===== config.mk =====
export PLATFORM = sky130hd
export DESIGN_NAME = bounded_random_generator
export DESIGN_NICKNAME = d
export VERILOG_FILES = /design/src/brg_pkg.sv /design/src/brg_dp.sv /design/src/brg_ctrl.sv /design/src/bounded_random_generator.sv
export SDC_FILE = /design/constraint.sdc
export NUM_CORES = 1
export LEC_CHECK = 0
export ABC_AREA = 1
export BUFFER_PORTS_ARGS = -buffer_cell sky130_fd_sc_hd__buf_2
export CORE_ASPECT_RATIO = 1.5
export CORE_MARGIN = 1.5
export CORE_UTILIZATION = 55
export CTS_CLUSTER_SIZE = 10
export DETAILED_ROUTE_END_ITERATION = 7
export PLACE_DENSITY = 0.75
export SYNTH_ARGS = -nofsm -noshare
export SYNTH_HDL_FRONTEND = slang
export SYNTH_HIERARCHICAL = 1
export SYNTH_SLANG_ARGS = --single-unit

===== constraint.sdc =====
create_clock -name clk_i -period 5.55 [get_ports clk_i]
set_clock_uncertainty 0.2 [all_clocks]
set_input_delay 0.555 -clock clk_i [delete_from_list [all_inputs] [get_ports clk_i]]
set_output_delay 0.555 -clock clk_i [all_outputs]
set_load 0.03 [all_outputs]

===== src/brg_pkg.sv =====
// package for the bounded random generator: constants, state codes, command and status types
`default_nettype none

package brg_pkg;

  // field and datapath widths
  localparam int unsigned SeedW  = 31;
  localparam int unsigned MultW  = 15;
  localparam int unsigned ProdW  = SeedW + MultW;
  localparam int unsigned DivCntW = $clog2(SeedW);

  // generator constants
  localparam logic [MultW-1:0]   LcgMult  = MultW'(16807);
  localparam logic [SeedW-1:0]   LcgMod   = {SeedW{1'b1}};
  localparam logic [SeedW-1:0]   SeedInit = SeedW'(1);
  localparam logic [DivCntW-1:0] DivLast  = DivCntW'(SeedW - 1);

  // controller states
  typedef enum logic [2:0] {
    ST_IDLE,
    ST_MUL,
    ST_FOLD,
    ST_DIV,
    ST_DONE
  } state_e;

  // commands from controller to datapath
  typedef struct packed {
    logic load;      // capture the request bound
    logic mul;       // seed times multiplier
    logic fold;      // reduce modulo 2^31-1, update seed, start remainder
    logic div_step;  // one restoring remainder step
    logic out_load;  // move the result into the output register
  } cmd_t;

  // status from datapath to controller
  typedef struct packed {
    logic div_last;  // current remainder step is the final one
  } sts_t;

endpackage

`default_nettype wire


===== src/brg_dp.sv =====
// datapath: seed register, multiplier, mersenne fold, radix-2 remainder unit, result register
`default_nettype none

module brg_dp import brg_pkg::*; (
  input  wire logic             clk_i,
  input  wire logic             rst_ni,
  input  wire cmd_t             cmd_i,
  output sts_t                  sts_o,
  input  wire logic [SeedW-1:0] bound_i,
  output logic      [SeedW-1:0] value_o,
  output logic                  bound_zero_o
);

  logic [SeedW-1:0]   seed_q, seed_d;
  logic [SeedW-1:0]   bound_q;
  logic [ProdW-1:0]   prod_q;
  logic [SeedW-1:0]   quo_q, quo_d;
  logic [SeedW-1:0]   rem_q, rem_d;
  logic [DivCntW-1:0] cnt_q, cnt_d;
  logic [SeedW-1:0]   value_q;
  logic               zero_q;

  logic [SeedW-1:0]   seed_src;
  logic [SeedW:0]     fold_sum;
  logic [SeedW:0]     fold_res;
  logic [SeedW:0]     rem_shift;
  logic [SeedW:0]     rem_sub;
  logic               bound_is_zero;

  // zero seed is forced back to one before the step
  assign seed_src = (seed_q == '0) ? SeedInit : seed_q;

  // fold of the 46-bit product: low 31 bits plus high bits, one conditional subtract
  assign fold_sum = {1'b0, prod_q[SeedW-1:0]} + (SeedW+1)'(prod_q[ProdW-1:SeedW]);
  assign fold_res = (fold_sum >= {1'b0, LcgMod}) ? (fold_sum - {1'b0, LcgMod}) : fold_sum;

  // one restoring step: shift in next dividend bit, subtract bound if it fits
  assign rem_shift = {rem_q, quo_q[SeedW-1]};
  assign rem_sub   = rem_shift - {1'b0, bound_q};

  assign bound_is_zero = (bound_q == '0);

  // next values of seed, dividend, remainder and step counter
  always_comb begin
    seed_d = seed_q;
    quo_d  = quo_q;
    rem_d  = rem_q;
    cnt_d  = cnt_q;
    if (cmd_i.fold) begin
      seed_d = fold_res[SeedW-1:0];
      quo_d  = fold_res[SeedW-1:0];
      rem_d  = '0;
      cnt_d  = '0;
    end else if (cmd_i.div_step) begin
      quo_d = {quo_q[SeedW-2:0], 1'b0};
      rem_d = (rem_shift >= {1'b0, bound_q}) ? rem_sub[SeedW-1:0] : rem_shift[SeedW-1:0];
      cnt_d = cnt_q + DivCntW'(1);
    end
  end

  // control-side registers
  always_ff @(posedge clk_i or negedge rst_ni) begin
    if (!rst_ni) begin
      seed_q <= SeedInit;
      cnt_q  <= '0;
    end else begin
      seed_q <= seed_d;
      cnt_q  <= cnt_d;
    end
  end

  // payload registers
  always_ff @(posedge clk_i) begin
    if (cmd_i.load) begin
      bound_q <= bound_i;
    end
    if (cmd_i.mul) begin
      prod_q <= ProdW'(seed_src) * ProdW'(LcgMult);
    end
    quo_q <= quo_d;
    rem_q <= rem_d;
    if (cmd_i.out_load) begin
      value_q <= bound_is_zero ? '0 : rem_q;
      zero_q  <= bound_is_zero;
    end
  end

  assign sts_o.div_last = (cnt_q == DivLast);
  assign value_o        = value_q;
  assign bound_zero_o   = zero_q;

endmodule

`default_nettype wire


===== src/brg_ctrl.sv =====
// controller: request sequencing and output handshake
`default_nettype none

module brg_ctrl import brg_pkg::*; (
  input  wire logic clk_i,
  input  wire logic rst_ni,
  input  wire logic in_valid_i,
  output logic      in_stall_o,
  output logic      out_valid_o,
  input  wire logic out_stall_i,
  output cmd_t      cmd_o,
  input  wire sts_t sts_i
);

  state_e state_q, state_d;
  logic   out_valid_q, out_valid_d;
  logic   accept;
  logic   out_free;

  assign accept   = in_valid_i && (state_q == ST_IDLE);
  assign out_free = !out_valid_q || !out_stall_i;

  // next state
  always_comb begin
    state_d = state_q;
    unique case (state_q)
      ST_IDLE: if (accept) begin
        state_d = ST_MUL;
      end
      ST_MUL:  state_d = ST_FOLD;
      ST_FOLD: state_d = ST_DIV;
      ST_DIV:  if (sts_i.div_last) begin
        state_d = ST_DONE;
      end
      ST_DONE: if (out_free) begin
        state_d = ST_IDLE;
      end
      default: state_d = ST_IDLE;
    endcase
  end

  // datapath commands
  always_comb begin
    cmd_o = '0;
    unique case (state_q)
      ST_IDLE: cmd_o.load     = accept;
      ST_MUL:  cmd_o.mul      = 1'b1;
      ST_FOLD: cmd_o.fold     = 1'b1;
      ST_DIV:  cmd_o.div_step = 1'b1;
      ST_DONE: cmd_o.out_load = out_free;
      default: cmd_o = '0;
    endcase
  end

  // output valid flag
  always_comb begin
    out_valid_d = out_valid_q;
    if (cmd_o.out_load) begin
      out_valid_d = 1'b1;
    end else if (!out_stall_i) begin
      out_valid_d = 1'b0;
    end
  end

  always_ff @(posedge clk_i or negedge rst_ni) begin
    if (!rst_ni) begin
      state_q     <= ST_IDLE;
      out_valid_q <= 1'b0;
    end else begin
      state_q     <= state_d;
      out_valid_q <= out_valid_d;
    end
  end

  assign in_stall_o  = (state_q != ST_IDLE);
  assign out_valid_o = out_valid_q;

  // an accepted request goes straight to the multiply
  a_accept_mul: assert property (@(posedge clk_i) disable iff (!rst_ni)
    in_valid_i && !in_stall_o |=> state_q == ST_MUL)
    else $error("accepted request did not start the multiply");

  // the final remainder step hands over to the result stage
  a_div_done: assert property (@(posedge clk_i) disable iff (!rst_ni)
    state_q == ST_DIV && sts_i.div_last |=> state_q == ST_DONE)
    else $error("remainder unit overran its step count");

  // a finished result is never dropped while the output is full and stalled
  a_no_overwrite: assert property (@(posedge clk_i) disable iff (!rst_ni)
    cmd_o.out_load |-> !out_valid_q || !out_stall_i)
    else $error("result loaded over a stalled output");

  // leaving the result stage always leaves a valid output behind
  a_done_valid: assert property (@(posedge clk_i) disable iff (!rst_ni)
    state_q == ST_DONE && out_free |=> out_valid_q && state_q == ST_IDLE)
    else $error("result stage left without presenting a result");

endmodule

`default_nettype wire


===== src/bounded_random_generator.sv =====
// top level of the bounded random generator: controller and datapath
//
// channel  direction  handshake                  payload
// in       request    in_valid_i / in_stall_o    bound_i[30:0]
// out      result     out_valid_o / out_stall_i  value_o[30:0], bound_zero_o
//
// a request passes from acceptance to its result through the 31x15 multiply, the
// modulo 2^31-1 fold, the radix-2 remainder by the bound and the load of the output
// register; the bound is captured at acceptance.
// the remainder unit handles one request at a time; a new request can be taken as soon
// as the result is in the output register, even while that result is stalled.
// a stalled result holds the next one in the result stage, and the input stalls.
// reset sets the seed to one and empties the output register.
`default_nettype none

module bounded_random_generator import brg_pkg::*; (
  input  wire logic             clk_i,
  input  wire logic             rst_ni,
  input  wire logic             in_valid_i,
  output logic                  in_stall_o,
  input  wire logic [SeedW-1:0] bound_i,
  output logic                  out_valid_o,
  input  wire logic             out_stall_i,
  output logic      [SeedW-1:0] value_o,
  output logic                  bound_zero_o
);

  cmd_t cmd;
  sts_t sts;

  // sequencing and handshakes
  brg_ctrl u_ctrl (
    .clk_i       (clk_i),
    .rst_ni      (rst_ni),
    .in_valid_i  (in_valid_i),
    .in_stall_o  (in_stall_o),
    .out_valid_o (out_valid_o),
    .out_stall_i (out_stall_i),
    .cmd_o       (cmd),
    .sts_i       (sts)
  );

  // arithmetic and result storage
  brg_dp u_dp (
    .clk_i        (clk_i),
    .rst_ni       (rst_ni),
    .cmd_i        (cmd),
    .sts_o        (sts),
    .bound_i      (bound_i),
    .value_o      (value_o),
    .bound_zero_o (bound_zero_o)
  );

endmodule

`default_nettype wire

# After elaboration in Yosys (flattened, before gate mapping)
# Cells that the tools add are included.
# word_totals
inputBits	35
reg_bits	211
elab_cells	54
# classes
order_cmp	2
mul	1
addsub	4
n_eq_ne	9
muxes	18
n_reduce_logical	10
# op_table
op	n
$mux W31	5
$logic_not A31 Y1	2
$mul A31 B15 Y46 const B	1
$add A31 B15 Y32	1
$ge A32 B31 Y1	1
$ge A32 B31 Y1 const B	1
$sub A31 B31 Y31	1
$sub A31 B31 Y31 const B	1
$pmux W3 S5	1
$mux W5	2
$mux W3	3
$mux W1	7
$eq A3 B2 Y1 const B	2
$ne A2 B1 Y1 const B	3
$add A5 B1 Y5 const B	1
$eq A5 B5 Y1 const B	1
$eq A3 B1 Y1 const B	1
$eq A3 B3 Y1 const B	1
$logic_not A3 Y1	1
$reduce_and A3 Y1	1
$reduce_bool A3 Y1	1
$logic_not A1 Y1	2
$ne A2 B2 Y1 const B	1
$reduce_bool A2 Y1	1
other kinds (2)	2

# Longest topological paths before layout
# Gate-level depths: netlist of run 1.
# depth
ltp_word	4
mapped_depth	29
depth_no_buf	27

# Cells and area by module
# The synthesis of run 1 kept the hierarchy.
# modules_own_cells
mod	area_per_inst_um2	n_inst	cells_per_inst
brg_dp	19810.2	1	2507
brg_ctrl	246.5	1	32

# Worst setup path after synthesis of run 1
# Ideal clock, no wire load.
# synth_path
kind	register -> register
start	register u_dp.seed_q[7]
end	register u_dp.prod_q[37], data pin
slack_ps	-275
path_stages_with_launch	27
setup_time_ps	265
t_required_ps	5085
n_path_buf	2
t_arrival_ps	5360
period_less_slack_ps	5825
path_cell_list	dfrtp_1 > clkbuf_1 > nor4_1 > nand4_1 > nor4_1 > nor2_1 > inv_1 > ha_1 > ha_1 > inv_1 > fa_1 > inv_1 > ha_1 > fa_1 > inv_1 > fa_1 > inv_1 > ha_1 > clkbuf_1 > a21o_1 > a21boi_0 > o21ai_0 > a21oi_1 > o21ai_0 > a31oi_1 > o21ai_0 > xor2_1
# synth_via
elab_chain_len	3
# synth_rtl
item	line_no	rtl
from (decl)	brg_dp.sv:14	logic [SeedW-1:0] seed_q, seed_d;
from (signal assigned)	brg_dp.sv:64	seed_q <= SeedInit;
$logic_not A31 Y1	brg_dp.sv:31	assign seed_src = (seed_q == '0) ? SeedInit : seed_q;
$mux W31	brg_dp.sv:31	
net u_dp.seed_src[0]	brg_dp.sv:23	logic [SeedW-1:0] seed_src;
$mul A31 B15 Y46	brg_dp.sv:78	prod_q <= ProdW'(seed_src) * ProdW'(LcgMult);
to (signal assigned)	brg_dp.sv:78	
to (decl)	brg_dp.sv:16	logic [ProdW-1:0] prod_q;
# The timed path passes the listed nets, and every way through them passes these cells.
# A chain may end at the register's enable or synchronous reset.

# Worst setup path in the final report of run 1
# layout_path
start	register u_dp.seed_q[12]
end	register u_dp.prod_q[33], data pin
# The elaborated chain is that of the path after synthesis.

==> impl_metrics.tcl, run 1 <==
set metrics [dict create \
    dpl.hpwl_um 50100 \
    startpoint "u_dp/seed_q[12]" \
    violations "setup timing" \
    maxClockFrequency_ghz 0.176 \
    num_rows 85 \
    rsz0062_at_grt "true" \
    met1Wirelength_um 20600 \
    synth_top_cell_by_area "edfxtp_1" \
    drt_wl_total_um 64100 \
    synth-main-ff-cell "edfxtp_1" \
    critPathCaptureType "flop" \
    synth_commonest_cells "inv_1 (556), nand2_1 (548), ha_1 (234)" \
    synth_top_area_share 0.210 \
    root_buffer "clkbuf_16" \
    seq_area_frac_synth 0.291 \
    clkTransAtPathRegs_ps 70 \
    timing.final.crit_share 1.02 \
    hold_depth 1 \
    cts_sinks 211 \
    synth_edf_count 140 \
    first_pass_iters 6 \
    syn-num-nets 2932 \
    critPathArrivalTime_ps 5770 \
    max_stage_delay_ps 530 \
    core_um2 35900 \
    io_buffers 68 \
    die_w_um 159 \
    crit_type "reg2reg" \
    cts_buffers 25 \
    critPathSlowestCell "fa_1" \
    cpMostUsedCell "ha_4" \
    dr_wl_met2_um 33900 \
    antenna_found_initial 1 \
    hold_ws_ps 3.22 \
    crit_buf_inv 6 \
    cts_tree "done" \
    layout_setup_ws_ps -127 \
    drtAntennaViolNets 0 \
    r2r_start "u_dp/seed_q[12]" \
    wire_per_inst_um 19.4 \
    grt_pass1_vias 19009 \
    reg2reg_to "u_dp/prod_q[33]" \
    cp-start-kind "flop" \
    path_delay_family "adder cells" \
    synth-async-reset-ratio 0.190 \
    yosys_warnings 6 \
    drt-vias-per-instance 5.48 \
    relSlewSlack 0.209 \
    syn_inst 2539 \
    grt_pass1_wl_um 97300 \
    hold_viol 0 \
    vias 18092 \
    max_cap_viol_count 0 \
    ff2ff_path_depth 25 \
    setup_viol 15 \
    hold_path_end "u_dp/bound_q[11]" \
    cts_buffer_depth 3 \
    track_usage 0.336 \
    min_path_type "in2reg" \
    route.met3.wl_um 2770 \
    clk_latency_ps 550 \
    start_util 0.558 \
    die_y_um 237 \
    fin_crit_ps 5680 \
    gp_congestion 1.03 \
    top_layer "met5" \
    hp-start "bound_i[11]" \
    r2r_setup_slack_ps -130 \
    syn_area_per_cell_um2 7.90 \
    drc 0 \
    slew_viol_final 0 \
    status "complete, but fails checks" \
    area_delta_synth_final_pct 22.7 \
    critPathMaxFanout 3 \
    pin_count 69 \
    ys_ff_latch 211 \
    yosysUniqueCellTypes 49 \
    antenna_cells 0 \
    cp.required_ps 5650 \
    cts.htree.levels 1 \
    grt_max_degree 59 \
    die_area_um2 37600 \
    worst_pin_slew_ps 1180 \
    fin_nets 3198 \
    synth_most_common_cell "inv_1" \
    first_iter_violations 1068 \
    syn-cell-area_um2 20100 \
    grt-ovfl-total 0 \
    synthTopCellsByArea "edfxtp_1 (21%), ha_1 (15%), fa_1 (12%), inv_1 (10%), nand2_1 (10%)" \
    layout-drive-gt1-share 0.209 \
]
## worst max path at each step
stage                     cells after the start  slack [ps]         endpoint
after floorplan                              26         -30  u_dp/prod_q[37]
after global placement                       27        -430  u_dp/prod_q[42]
after detailed placement                     27        -490  u_dp/prod_q[42]
after CTS                                    26         -10  u_dp/prod_q[40]
after global routing                         27        -310  u_dp/prod_q[42]
final                                        25        -130  u_dp/prod_q[33]
## stage by stage
| stage | TNS [ps] | cells | utilization | setup slack, ps | cell area (um2) |
|---|---|---|---|---|---|
| after floorplan | -25.2 | 2539 | - | -25.2 | 20100 |
| after CTS | -24.6 | 3284 | 0.662 | -11.4 | 23800 |
| after global routing | -4600 | 3301 | 0.685 | -311 | 24600 |
| final | -677 | 3301 | 0.685 | -127 | 24600 |
| after detailed placement | -6540 | 3192 | 0.615 | -492 | 22100 |
| after global placement | -4500 | 3192 | 0.615 | -426 | 22100 |
## area by class of cell
cell class	instances	area (um2)
clock buffer	43	703
clock inverter	2	13.8
fill	2843	11300
inverter	566	2120
multi-input combinational	1691	13000
sequential	211	5830
tap	478	598
timing repair buffer	310	2340
## cells in the final DEF, fill, tap and decap left out, drive strengths merged, types with 28 or more instances in the layout
| master | n |
|---|---|
| edfxtp | 140 |
| inv | 564 |
| nor2 | 205 |
| dfrtp | 39 |
| fa | 124 |
| clkbuf | 43 |
| xor2 | 53 |
| a21oi | 103 |
| buf | 280 |
| dlygate4sd3 | 30 |
| o21ai | 102 |
| nand3 | 115 |
| ha | 234 |
| dfxtp | 31 |
| nand2 | 562 |
| xnor2 | 28 |
## per-layer routing
| layer | global-route usage | up-vias |
|---|---|---|
| met1 | 0.310 | 8565 |
| met4 | 0.302 | 2 |
| met3 | 0.0396 | 332 |
| met2 | 0.642 | 663 |
| met5 | 0 | - |
| li1 | - | 8530 |
## state kept, by name (all words and copies together), names as in the netlist
name and cells:
u_dp/bound_q 31, u_dp/bound_zero_o 1, u_dp/cnt_q 5, u_dp/prod_q 46, u_ctrl/state_q 3, u_dp/quo_q 31
u_ctrl/out_valid_o 1, u_dp/seed_q 31, u_dp/rem_q 31, u_dp/value_o 31
## kinds of logic after synthesis
logic type,count (synthesis),synth area share
and+or+nand+nor,964,0.202
buffers and inverters,637,0.121
adders and majority gates,358,0.270
AOI/OAI and AO/OA,288,0.0822
DFF,211,0.291
xor gates and xnor gates,81,0.0354
## repair_timing
item | in CTS | in global routing
hold endpoints to repair | 68 | 0
pin swaps | 75 | 110
setup buffers | 18 | 20
gates resized for setup | 132 | 169
hold buffers | 30 | 0
setup endpoints to repair | 32 | 33
Power of run 1 is not shown: default switching activity piles up to over one toggle a cycle in this logic, so the estimate is an artifact.
==> inputs of run 2 (changes only) <==
- TNS_END_PERCENT: default -> 20
==> run 2 against run 1 <==
The flow still finishes with violations (setup timing). Sequential share of layout area is 0.38 points higher. Design area shrank 1.6%. Routed wire length is 1.6% lower. Global-route usage is 0.091 points lower. Setup slack got worse by 6.3 ps. Critical path depth stayed put. Largest cell class unchanged.
==> impl_metrics.tcl, run 2 (synthesis gave the netlist of run 1 again) <==
set metrics [dict create \
    fin_crit_ps 5680 \
    slew_viol_final 0 \
    top_register "u_dp/prod_q" \
    final_common_cell "nand2_1" \
    cts_tree "done" \
    wire_per_inst_um 19.2 \
    cts.htree.levels 1 \
    hold_ws_ps 1.96 \
    fin_area_um2 24200 \
    status "complete, but fails checks" \
    timing.final.crit_share 1.02 \
    maxClockFrequency_ghz 0.176 \
    io_buffers 68 \
    layout_setup_ws_ps -133 \
    cts_sinks 211 \
    die_w_um 159 \
    cts_buffer_depth 3 \
    rsz0062_at_grt "true" \
    hold_viol 0 \
    antenna_cells 0 \
    critPathArrivalTime_ps 5780 \
    pin_count 69 \
    ff2ff_path_depth 25 \
    layout-drive-gt1-share 0.188 \
    hold_depth 1 \
    critPathMaxFanout 3 \
    max_cap_viol_count 0 \
    r2r_setup_slack_ps -130 \
    first_pass_iters 5 \
    num_rows 85 \
    clkTransAtPathRegs_ps 70 \
    drt_wl_total_um 63000 \
    dpl_cell_area_um2 22100 \
    track_usage 0.335 \
    cts_buffers 25 \
    cp-start-kind "flop" \
    hp-start "bound_i[11]" \
    first_iter_violations 950 \
    dpl.hpwl_um 50100 \
    violations "setup timing" \
    dp_slack_ps -492 \
    grt-ovfl-total 0 \
    root_buffer "clkbuf_16" \
    antenna_found_initial 0 \
    grt_pass1_vias 18956 \
    grt_pass1_wl_um 97000 \
    drtAntennaViolNets 0 \
    grt_max_degree 59 \
    setup_viol 19 \
    nFillCells 2936 \
    min_path_type "in2reg" \
    worst_pin_slew_ps 1190 \
    final_cell_mix "nand2_1 (532), inv_1 (515), ha_1 (209)" \
    drt-vias-per-instance 5.46 \
    core_um2 35900 \
    drc 0 \
    fin_nets 3184 \
    relSlewSlack 0.206 \
    start_util 0.558 \
    crit_type "reg2reg" \
    critPathCaptureType "flop" \
    die_area_um2 37600 \
    gp_congestion 1.03 \
    area_delta_synth_final_pct 20.7 \
    cp.required_ps 5650 \
    vias 17957 \
    reg2reg_to "u_dp/prod_q[33]" \
    clk_latency_ps 550 \
    die_y_um 237 \
    hold_path_end "u_dp/bound_q[11]" \
    largest_reg_flops 46 \
    r2r_start "u_dp/seed_q[14]" \
]
## run 2: timing repair
| action | 4_1_cts | 5_1_grt |
|---|---|---|
| endpoints found under the hold margin | 68 | 0 |
| buffers inserted | 16 | 5 |
| pin swaps | 68 | 60 |
| gates resized for setup | 117 | 110 |
| hold buffers | 30 | 0 |
| setup endpoints to repair | 32 | 33 |
## run 2: cell type report
class                           instances  area [um2]  share of cell area
Clock inverter                          2        13.8            0.000568
Sequential cell                       211        5830               0.241
Clock buffer                           43         703              0.0290
Timing Repair Buffer                  296        2200              0.0910
Multi-Input combinational cell       1691       12700               0.526
Tap cell                              478         598              0.0247
Inverter                              566        2130              0.0880
## run 2: layer usage
| layer | part of all wire | global-route usage |
|---|---|---|
| met1 | 0.32 | 0.310 |
| met4 | 0.11 | 0.305 |
| met2 | 0.53 | 0.639 |
| met5 | 0 | 0 |
| met3 | 0.040 | 0.0373 |
## run 2: how the worst max path moves through the flow
| stage | start | end | cells after the start |
|---|---|---|---|
| floorplan | u_dp/seed_q[7] | u_dp/prod_q[37] | 26 |
| global placement | u_dp/seed_q[15] | u_dp/prod_q[42] | 27 |
| detailed placement | u_dp/seed_q[15] | u_dp/prod_q[42] | 27 |
| CTS | u_dp/seed_q[12] | u_dp/prod_q[45] | 24 |
| global route | u_dp/seed_q[12] | u_dp/prod_q[42] | 23 |
| finish | u_dp/seed_q[14] | u_dp/prod_q[33] | 25 |
## run 2: worst max-delay path: stages, from the launching register on
cell and delay (ps):
dfrtp_2 440, buf_6 130, nor4_4 270, nand4_1 140, nor4_2 360, nor2_2 160, inv_2 110, ha_4 150
ha_4 130, inv_2 30, fa_1 490, inv_2 50, ha_4 150, fa_1 520, fa_1 470, ha_4 330
buf_4 140, nand2_1 70, buf_4 160, nor3_4 190, a21oi_2 90, o21ai_2 220, nand2_1 100, nand2_2 110
a31oi_2 100, xnor2_1 140
## run 2: through the flow
step / TNS [ps] / utilization / instances
after floorplan: -25.2 / - / 2539
after global placement: -4500 / 0.615 / 3192
after detailed placement: -6540 / 0.615 / 3192
after CTS: -97.8 / 0.660 / 3282
after global routing: -6230 / 0.674 / 3287
final: -1170 / 0.674 / 3287
Power of run 2 is left out for the same reason.
